### config.mk
export PLATFORM = sky130hd
export DESIGN_NAME = multi_row_column_parser_unit
export DESIGN_NICKNAME = d
export VERILOG_FILES = /design/src/rtl/mrcp_pkg.sv /design/src/rtl/multi_row_column_parser_unit.sv
export SDC_FILE = /design/constraint.sdc
export NUM_CORES = 1
export LEC_CHECK = 0
export CAP_MARGIN = 20
export CORE_MARGIN = 2
export CORE_UTILIZATION = 40
export CTS_BUF_LIST = sky130_fd_sc_hd__clkbuf_8
export DETAILED_ROUTE_END_ITERATION = 6
export DONT_BUFFER_PORTS = 1
export PLACE_DENSITY = 0.56
export SYNTH_ARGS = -nofsm -noshare
export SYNTH_HDL_FRONTEND = slang
export SYNTH_SLANG_ARGS = --single-unit
### constraint.sdc
create_clock -name clock -period 9.1 [get_ports clock]
set_input_delay 1.82 -clock clock [delete_from_list [all_inputs] [get_ports clock]]
set_output_delay 1.82 -clock clock [all_outputs]
set_load 0.005 [all_outputs]
### src/rtl/mrcp_pkg.sv
// ----------------------------------------------------------------------------
// mrcp_pkg
// Types and constants for the multi-row column parser.
// ----------------------------------------------------------------------------
package mrcp_pkg;

   // Parse phase of the record walker
   typedef enum logic [3:0] {
      PH_IDLE   = 4'd0,
      PH_FLAG   = 4'd1,
      PH_IGNORE = 4'd2,
      PH_COUNT  = 4'd3,
      PH_SKIP   = 4'd4,
      PH_LEN    = 4'd5,
      PH_LEN_LO = 4'd6,
      PH_LEN_HI = 4'd7,
      PH_DATA   = 4'd8
   } phase_type;

   // Result event codes
   typedef enum logic [1:0] {
      EV_COL_START = 2'd0,
      EV_COL_DATA  = 2'd1,
      EV_EMPTY_ROW = 2'd2
   } event_type;

   // Input kind codes
   localparam logic KIND_OPEN = 1'b0;
   localparam logic KIND_BYTE = 1'b1;

   // Row flag bit positions
   localparam int FLAG_RID_BIT   = 3;
   localparam int FLAG_SHORT_BIT = 4;
   localparam int FLAG_NORID_BIT = 5;
   localparam int FLAG_FORCE_BIT = 6;

   // Column length byte codes
   localparam logic [7:0] LEN_NULL = 8'd255;
   localparam logic [7:0] LEN_WIDE = 8'd254;

   localparam int SKIP_W = 5;

   typedef struct packed {
      event_type   event_res;
      logic [15:0] row_index;
      logic [7:0]  column_index;
      logic [15:0] column_length;
      logic        is_null;
      logic [7:0]  data_byte;
      logic        last_in_row;
      logic        last_in_record;
   } rsp_type;

endpackage

### src/rtl/multi_row_column_parser_unit.sv
// ----------------------------------------------------------------------------
// multi_row_column_parser_unit
// Byte-wise parser of packed multi-row records into column events.
// ----------------------------------------------------------------------------
// Usage:
//   req channel: one transfer per item. req_tuser is the kind: 0 opens a
//   record with the row count in req_tdata[23:8], 1 delivers one record
//   byte in req_tdata[7:0]. Bytes outside an open record are dropped.
//   rsp channel: column start (with length / null mark), column data byte,
//   or zero-column row. rsp_tlast marks the result that ends the record;
//   the end of a row travels in rsp_tdata.
//   Path: a req item is captured in the input register, its result in the
//   result register, from which it transfers on rsp. Throughput: one item
//   per cycle while rsp is not stalled; the parse state is updated by short
//   logic between the input register and the result register, so items
//   flow back to back.
//   Stall: when rsp_tready is low with a result held, the input register
//   takes one more item if it is empty and then holds; from then on
//   req_tready follows rsp_tready, and nothing is lost or repeated.
//   Reset (synchronous, active high): no record open, both stages empty,
//   all counters zero.
// ----------------------------------------------------------------------------
module multi_row_column_parser_unit
   import mrcp_pkg::*;
#(
   parameter int RID_BYTES = 6
) (
   input  logic        clock,
   input  logic        reset,
   // Request channel
   input  logic        req_tvalid,
   output logic        req_tready,
   input  logic [23:0] req_tdata,   // byte_value[7:0], row_count[23:8]
   input  logic        req_tuser,   // kind[0]
   // Result channel
   output logic        rsp_tvalid,
   input  logic        rsp_tready,
   output logic [55:0] rsp_tdata,   // row_index[15:0], column_index[23:16],
                                    // column_length[39:24], data_byte[47:40],
                                    // last_in_row[48], zero fill[55:49]
   output logic [2:0]  rsp_tuser,   // event_res[1:0], is_null[2]
   output logic        rsp_tlast    // last_in_record
);

   // Input stage
   logic        in_valid_ff, in_valid_in;
   logic        in_kind_ff;
   logic [7:0]  in_byte_ff;
   logic [15:0] in_rows_ff;

   // Parse state
   phase_type        phase_ff, phase_in;
   logic [15:0]      rows_left_ff, rows_left_in;
   logic [15:0]      row_pos_ff, row_pos_in;
   logic [7:0]       row_flag_ff, row_flag_in;
   logic [7:0]       cols_left_ff, cols_left_in;
   logic [7:0]       col_pos_ff, col_pos_in;
   logic [15:0]      bytes_left_ff, bytes_left_in;
   logic [SKIP_W-1:0] skip_left_ff, skip_left_in;
   logic [7:0]       len_low_ff, len_low_in;

   // Result stage
   logic    rsp_valid_ff, rsp_valid_in;
   rsp_type rsp_ff, rsp_in;
   logic    res_valid;

   logic advance;
   logic process;

   // Pipeline moves when the result register is free or being drained
   assign advance    = !rsp_valid_ff || rsp_tready;
   assign process    = in_valid_ff && advance;
   assign req_tready = !in_valid_ff || advance;

   // Shared helper values
   logic [15:0] rows_dec, row_pos_inc, bytes_dec, hi_len;
   logic [7:0]  cols_dec, col_pos_inc, short_len;
   logic [SKIP_W-1:0] skip_dec;
   logic        has_cols, use_rid, len_null;
   phase_type   row_end_phase;

   assign rows_dec      = rows_left_ff - 16'd1;
   assign row_pos_inc   = row_pos_ff + 16'd1;
   assign cols_dec      = cols_left_ff - 8'd1;
   assign col_pos_inc   = col_pos_ff + 8'd1;
   assign bytes_dec     = bytes_left_ff - 16'd1;
   assign skip_dec      = skip_left_ff - SKIP_W'(1);
   assign hi_len        = {in_byte_ff, len_low_ff};
   assign len_null      = (in_byte_ff == LEN_NULL);
   assign short_len     = len_null ? 8'd0 : in_byte_ff;
   assign row_end_phase = (rows_dec == 16'd0) ? PH_IDLE : PH_FLAG;
   assign has_cols      = !row_flag_ff[FLAG_SHORT_BIT] || row_flag_ff[FLAG_FORCE_BIT];
   assign use_rid       = row_flag_ff[FLAG_RID_BIT] && !row_flag_ff[FLAG_NORID_BIT]
                          && (RID_BYTES > 0);

   // Next parse state
   always_comb begin
      phase_in      = phase_ff;
      rows_left_in  = rows_left_ff;
      row_pos_in    = row_pos_ff;
      row_flag_in   = row_flag_ff;
      cols_left_in  = cols_left_ff;
      col_pos_in    = col_pos_ff;
      bytes_left_in = bytes_left_ff;
      skip_left_in  = skip_left_ff;
      len_low_in    = len_low_ff;
      if (process) begin
         if (in_kind_ff == KIND_OPEN) begin
            rows_left_in  = in_rows_ff;
            row_pos_in    = 16'd0;
            row_flag_in   = 8'd0;
            cols_left_in  = 8'd0;
            col_pos_in    = 8'd0;
            bytes_left_in = 16'd0;
            skip_left_in  = '0;
            len_low_in    = 8'd0;
            phase_in      = (in_rows_ff == 16'd0) ? PH_IDLE : PH_FLAG;
         end else begin
            case (phase_ff)
               PH_IDLE: begin
                  phase_in = PH_IDLE;
               end
               PH_FLAG: begin
                  row_flag_in = in_byte_ff;
                  phase_in    = PH_IGNORE;
               end
               PH_IGNORE: begin
                  if (has_cols) begin
                     phase_in = PH_COUNT;
                  end else begin
                     row_pos_in   = row_pos_inc;
                     rows_left_in = rows_dec;
                     phase_in     = row_end_phase;
                  end
               end
               PH_COUNT: begin
                  cols_left_in = in_byte_ff;
                  col_pos_in   = 8'd0;
                  if (use_rid) begin
                     skip_left_in = SKIP_W'(RID_BYTES);
                     phase_in     = PH_SKIP;
                  end else if (in_byte_ff == 8'd0) begin
                     row_pos_in   = row_pos_inc;
                     rows_left_in = rows_dec;
                     phase_in     = row_end_phase;
                  end else begin
                     phase_in = PH_LEN;
                  end
               end
               PH_SKIP: begin
                  skip_left_in = skip_dec;
                  if (skip_dec == '0) begin
                     if (cols_left_ff == 8'd0) begin
                        row_pos_in   = row_pos_inc;
                        rows_left_in = rows_dec;
                        phase_in     = row_end_phase;
                     end else begin
                        phase_in = PH_LEN;
                     end
                  end
               end
               PH_LEN, PH_LEN_HI, PH_DATA: begin
                  // Column ends on an empty length or on its final data byte
                  if ((phase_ff == PH_LEN && in_byte_ff != LEN_WIDE && short_len == 8'd0)
                      || (phase_ff == PH_LEN_HI && hi_len == 16'd0)
                      || (phase_ff == PH_DATA && bytes_dec == 16'd0)) begin
                     col_pos_in   = col_pos_inc;
                     cols_left_in = cols_dec;
                     if (cols_dec == 8'd0) begin
                        row_pos_in   = row_pos_inc;
                        rows_left_in = rows_dec;
                        phase_in     = row_end_phase;
                     end else begin
                        phase_in = PH_LEN;
                     end
                     if (phase_ff == PH_DATA) begin
                        bytes_left_in = bytes_dec;
                     end
                  end else if (phase_ff == PH_LEN && in_byte_ff == LEN_WIDE) begin
                     phase_in = PH_LEN_LO;
                  end else if (phase_ff == PH_LEN) begin
                     bytes_left_in = {8'd0, short_len};
                     phase_in      = PH_DATA;
                  end else if (phase_ff == PH_LEN_HI) begin
                     bytes_left_in = hi_len;
                     phase_in      = PH_DATA;
                  end else begin
                     bytes_left_in = bytes_dec;
                  end
               end
               PH_LEN_LO: begin
                  len_low_in = in_byte_ff;
                  phase_in   = PH_LEN_HI;
               end
               default: begin
                  phase_in = PH_IDLE;
               end
            endcase
         end
      end
   end

   // Result of the current item
   always_comb begin
      res_valid = 1'b0;
      rsp_in    = '{event_res: EV_COL_START, row_index: row_pos_ff,
                    column_index: col_pos_ff, column_length: 16'd0,
                    is_null: 1'b0, data_byte: 8'd0, last_in_row: 1'b0,
                    last_in_record: 1'b0};
      if (in_kind_ff == KIND_BYTE) begin
         case (phase_ff)
            PH_COUNT, PH_SKIP: begin
               // Header done on a row with no columns
               if ((phase_ff == PH_COUNT && !use_rid && in_byte_ff == 8'd0)
                   || (phase_ff == PH_SKIP && skip_dec == '0
                       && cols_left_ff == 8'd0)) begin
                  res_valid             = 1'b1;
                  rsp_in.event_res      = EV_EMPTY_ROW;
                  rsp_in.column_index   = 8'd0;
                  rsp_in.last_in_row    = 1'b1;
                  rsp_in.last_in_record = (rows_left_ff == 16'd1);
               end
            end
            PH_LEN: begin
               if (in_byte_ff != LEN_WIDE) begin
                  res_valid             = 1'b1;
                  rsp_in.column_length  = {8'd0, short_len};
                  rsp_in.is_null        = len_null;
                  rsp_in.last_in_row    = (short_len == 8'd0) && (cols_left_ff == 8'd1);
                  rsp_in.last_in_record = (short_len == 8'd0) && (cols_left_ff == 8'd1)
                                          && (rows_left_ff == 16'd1);
               end
            end
            PH_LEN_HI: begin
               res_valid             = 1'b1;
               rsp_in.column_length  = hi_len;
               rsp_in.last_in_row    = (hi_len == 16'd0) && (cols_left_ff == 8'd1);
               rsp_in.last_in_record = (hi_len == 16'd0) && (cols_left_ff == 8'd1)
                                       && (rows_left_ff == 16'd1);
            end
            PH_DATA: begin
               res_valid             = 1'b1;
               rsp_in.event_res      = EV_COL_DATA;
               rsp_in.data_byte      = in_byte_ff;
               rsp_in.last_in_row    = (bytes_dec == 16'd0) && (cols_left_ff == 8'd1);
               rsp_in.last_in_record = (bytes_dec == 16'd0) && (cols_left_ff == 8'd1)
                                       && (rows_left_ff == 16'd1);
            end
            default: begin
               res_valid = 1'b0;
            end
         endcase
      end
   end

   // Stage valids: load on transfer, drop when consumed
   assign in_valid_in  = (req_tvalid && req_tready) ? 1'b1 :
                         (advance ? 1'b0 : in_valid_ff);
   assign rsp_valid_in = process ? res_valid :
                         (rsp_tready ? 1'b0 : rsp_valid_ff);

   always_ff @(posedge clock) begin
      if (reset) begin
         in_valid_ff   <= 1'b0;
         rsp_valid_ff  <= 1'b0;
         phase_ff      <= PH_IDLE;
         rows_left_ff  <= 16'd0;
         row_pos_ff    <= 16'd0;
         row_flag_ff   <= 8'd0;
         cols_left_ff  <= 8'd0;
         col_pos_ff    <= 8'd0;
         bytes_left_ff <= 16'd0;
         skip_left_ff  <= '0;
         len_low_ff    <= 8'd0;
      end else begin
         in_valid_ff   <= in_valid_in;
         rsp_valid_ff  <= rsp_valid_in;
         phase_ff      <= phase_in;
         rows_left_ff  <= rows_left_in;
         row_pos_ff    <= row_pos_in;
         row_flag_ff   <= row_flag_in;
         cols_left_ff  <= cols_left_in;
         col_pos_ff    <= col_pos_in;
         bytes_left_ff <= bytes_left_in;
         skip_left_ff  <= skip_left_in;
         len_low_ff    <= len_low_in;
      end
   end

   // Payload registers
   always_ff @(posedge clock) begin
      if (req_tvalid && req_tready) begin
         in_kind_ff <= req_tuser;
         in_byte_ff <= req_tdata[7:0];
         in_rows_ff <= req_tdata[23:8];
      end
      if (process && res_valid) begin
         rsp_ff <= rsp_in;
      end
   end

   assign rsp_tvalid = rsp_valid_ff;
   assign rsp_tdata  = {7'd0, rsp_ff.last_in_row, rsp_ff.data_byte,
                        rsp_ff.column_length, rsp_ff.column_index, rsp_ff.row_index};
   assign rsp_tuser  = {rsp_ff.is_null, rsp_ff.event_res};
   assign rsp_tlast  = rsp_ff.last_in_record;

endmodule

==> key figures <==
Logic synthesis
  • Gate Count Post-Synth: roughly 940
  • Cell Area, Synth: approximately 8400 sq um
  • Post-synth EDFFs: a little under 80
  • Avg Cell Area, Syn: 8.921 sq um
  • Sequential share of the synthesized area: 48.49%
  • Post-synth cell types: about 80
  • Area contributors post-synth: edfxtp_1, dfxtp_1, nor2_1
  • Synth top area share: 27.81%
  • Post-synth ARST share: 0%
  • Yosys top cell by area: edfxtp_1
  • Synth Register Bits: 165
  • Ys flop type: dfxtp_1
  • Yosys Warn Count: 0

Worst hold path
  • Hold path endpoint: rsp_tdata[15]
  • Worst hold path stage count: 0
  • Hold Crit Start: row_pos_ff[15]
  • Worst hold path type: reg2reg

Timing
  • RSZ-0062 raised after global routing: false
  • Slew Limit Fails: 0
  • Tmin final: 4.115 ns
  • Final setup violation count: 0
  • Final worst path period share: a little under half
  • TNS Setup: 0 ns
  • Slew HR: 35.55%
  • Worst-Margin Slew: 0.9593 ns
  • Fmax: ~0.24 GHz
  • Final Hold Vio Count: 0
  • Hold_ws: 0.4663 ns
  • Skew final: about 0.016 ns

Floorplanning
  • CORE AREA: approximately 21000 sq um
  • Starting Density: 40.45%
  • Die H: about 150 microns
  • Floorplan row count: 53
  • Die X: ~150 microns
  • IO Count: slightly above 90
  • Die area: between 20000 and 25000 sq um

Global routing
  • Pin count of the biggest net entering global routing: 60
  • Total Routing Usage GR: just over 20%
  • Initial antenna violation count: 0
  • Met1 Use GR: 29.24%
  • First-pass GRT wire length: around 35 mm
  • GR peak layer: met2
  • Total gr overflow: 0
  • M2 GR Usage: a little under a third
  • Number of global-route vias before repair: 6547
  • GRT met3 Usage: around 3.5%

Setup path
  • Register-to-Register Path Depth: 8
  • Crit path max-delay family: simple AND/OR/NAND/NOR gates
  • Buf+Inv Stages, Crit Path: 0
  • Worst Path Arrival: about 2.3 ns
  • Critical Path RT: about 7.3 ns
  • Critical Path, Cell by Cell: nor2b_1 -> nand2_1
  • CP peak stage delay: approximately 0.33 ns
  • Critical Path Sink Type: primary output
  • Crit path max fanout: 5
  • CP max stage cell: nor2b_1
  • R2R setup slack: ~5.1 ns
  • Crit path kind: in2out
  • Reg-to-reg endpoint: cols_left_ff[5]
  • Worst r2r src: phase_ff[1]
  • Crit path launch type: primary input

Clock tree
  • Clk root buf: clkbuf_8
  • Worst skew pair latency: ~0.47 ns
  • Post-CTS sizing: 0
  • Setup bufs post-CTS: 0
  • Num CTS Buffers: 17
  • CTS Hold Bufs: 0
  • Clk slew on worst S/H paths: ~0.10 ns
  • Max Buffers Root-to-Sink: 2
  • # H-tree levels: 4
  • Clk sinks: 165
  • CTS tree: built

Placement
  • GPL Wtd Cong: between 0.8 and 0.9
  • Port Buffers: 0
  • Hpwl dp: between 10 and 15 mm
  • Dpl cells: 1167

Finish
  • Register area: between 4000 and 5000 sq um
  • Diodes inserted: 0
  • Layout Cells excl Fill: 1200
  • FILL cells: just over 2000
  • P&R area growth vs syn: 7.191%
  • Final nets: roughly 950
  • Share of layout cells above drive strength 1: 6.270%
  • Area of the multi-input gates: between 3000 and 4000 sq um

Outcome
  • Status: finished, final reports clean

Power and ir drop
  • Power density over the cells: about 170 nW/um^2
  • Leakage: between 3 and 4 nW
  • Maximum vdd drop: 0.08600 mV

Detailed routing
  • Vias: approximately 7000
  • Detailed-route wire length: between 20 and 25 mm
  • DRT Pass-1 Iters: 5
  • DRC violations left: 0
  • Avg WL per Cell: 18.13 microns
  • Drt first-iter violations: 530
  • Antenna Nets Post-Route: 0
  • Vias/cell: about 5.9

Flow run
  • MaxCap Viol Count: 0
## worst max-delay path by stage
| stage | from | endpoint | slack, ns | depth (start not counted) |
|---|---|---|---|---|
| final | rsp_tready | req_tready | 4.99 | 2 |
| after detailed placement | rsp_tready | cols_left_ff[7] | 4.87 | 6 |
| after CTS | rsp_tready | req_tready | 4.98 | 2 |
| after global placement | rsp_tready | req_tready | 4.97 | 2 |
| after floorplan | rsp_tready | rsp_tdata[0] | 2.78 | 3 |
| after global routing | phase_ff[1] | cols_left_ff[7] | 4.72 | 8 |
## synthesized netlist by cell type (all sizes together) (4+ instances only)
master   number
nor3b         4
a22o          5
a32o          4
and2         11
dfxtp        87
o31ai         8
and3          6
a31oi        16
or2           8
nand4b       11
nor2b         5
edfxtp       78
a211oi        4
o21a          4
or3          15
a21oi        71
a21o          6
inv          21
nor3         40
mux2i         7
nor2        130
nand2        97
o211ai        9
or4           4
o21ai        49
nor4         17
o2111ai       4
buf          18
nand2b        7
ha           11
nand4        17
nand3        29
a221oi        5
xnor2        17
a22oi         8
o32ai         5
clkbuf       48
nand3b        7
## final cells by class
type | instances | area share [%]
Clock inverter | 13 | 1.996
Sequential cell | 165 | 45.24
Inverter | 22 | 0.9148
Tap cell | 275 | 3.812
Multi-Input combinational cell | 697 | 44.17
Timing Repair Buffer | 9 | 0.9702
Clock buffer | 19 | 2.897
## metrics by stage
| stage | util, % | setup WS (ns) | instance area, sq um | power (mW) |
|---|---|---|---|---|
| 2_1_floorplan | - | 2.780 | 8444 | 0.9275 |
| 3_5_place_dp | 41.10 | 4.865 | 8558 | 0.9608 |
| 3_3_place_gp | 41.06 | 4.972 | 8551 | 0.9593 |
| 6_report | 43.35 | 4.985 | 9027 | 1.543 |
| 5_1_grt | 43.35 | 4.721 | 9027 | 1.606 |
| 4_1_cts | 43.22 | 4.983 | 9000 | 1.553 |
## sequential cells by signal, summed over array words and instances, names as in the netlist
register,flops
rsp_tdata,49
bytes_left_ff,16
in_rows_ff,16
row_pos_ff,16
rows_left_ff,16
col_pos_ff,8
cols_left_ff,8
in_byte_ff,8
len_low_ff,8
skip_left_ff,5
phase_ff,4
row_flag_ff,4
rsp_tuser,3
in_kind_ff,1
in_valid_ff,1
rsp_tlast,1
rsp_tvalid,1
## per-layer routing
metal	up-vias	share of wire [%]	routed length (microns)
met5	-	0	0
met4	0	1.7	370
met3	31	5.4	1172
met2	235	44	9634
met1	3381	49	10580
li1	3395	-	-
## logic make-up after synthesis
logic type	count (synthesis)	synth area share, %
simple gates	424	24.94
compound gates	228	17.46
flops	165	48.49
buf+inv	88	4.487
xor+xnor	19	1.976
fa+ha+maj	11	1.634
mux	8	0.9657
other cells	1	0.04453
## power by group
part | internal (mW) | total [mW] | switching (mW) | leakage [nW]
Clock | 0.295 | 0.595 | 0.301 | 0.218
Sequential | 0.790 | 0.817 | 0.0267 | 1.45
Combinational | 0.0446 | 0.130 | 0.0855 | 1.36
Total | 1.13 | 1.54 | 0.413 | 3.03
## worst reg2reg max path, delay by kind of cell (launching register included)
kind	cells	cell delay [ns]
AOI/OAI and AO/OA	3	0.75
DFF	1	0.95
and+or+nand+nor	5	2.19
## layout by cell type, fill, tap and decap left out, types with 16 or more instances in the layout
cell type / instances
nor2_1: 130
nand2_1: 97
dfxtp_1: 87
edfxtp_1: 78
a21oi_1: 71
o21ai_0: 46
nor3_1: 39
nand3_1: 29
inv_1: 21
clkbuf_8: 19
xnor2_1: 17
nand4_1: 17
nor4_1: 17
a31oi_1: 16
Note: power is estimated with default switching activity, not from simulation.
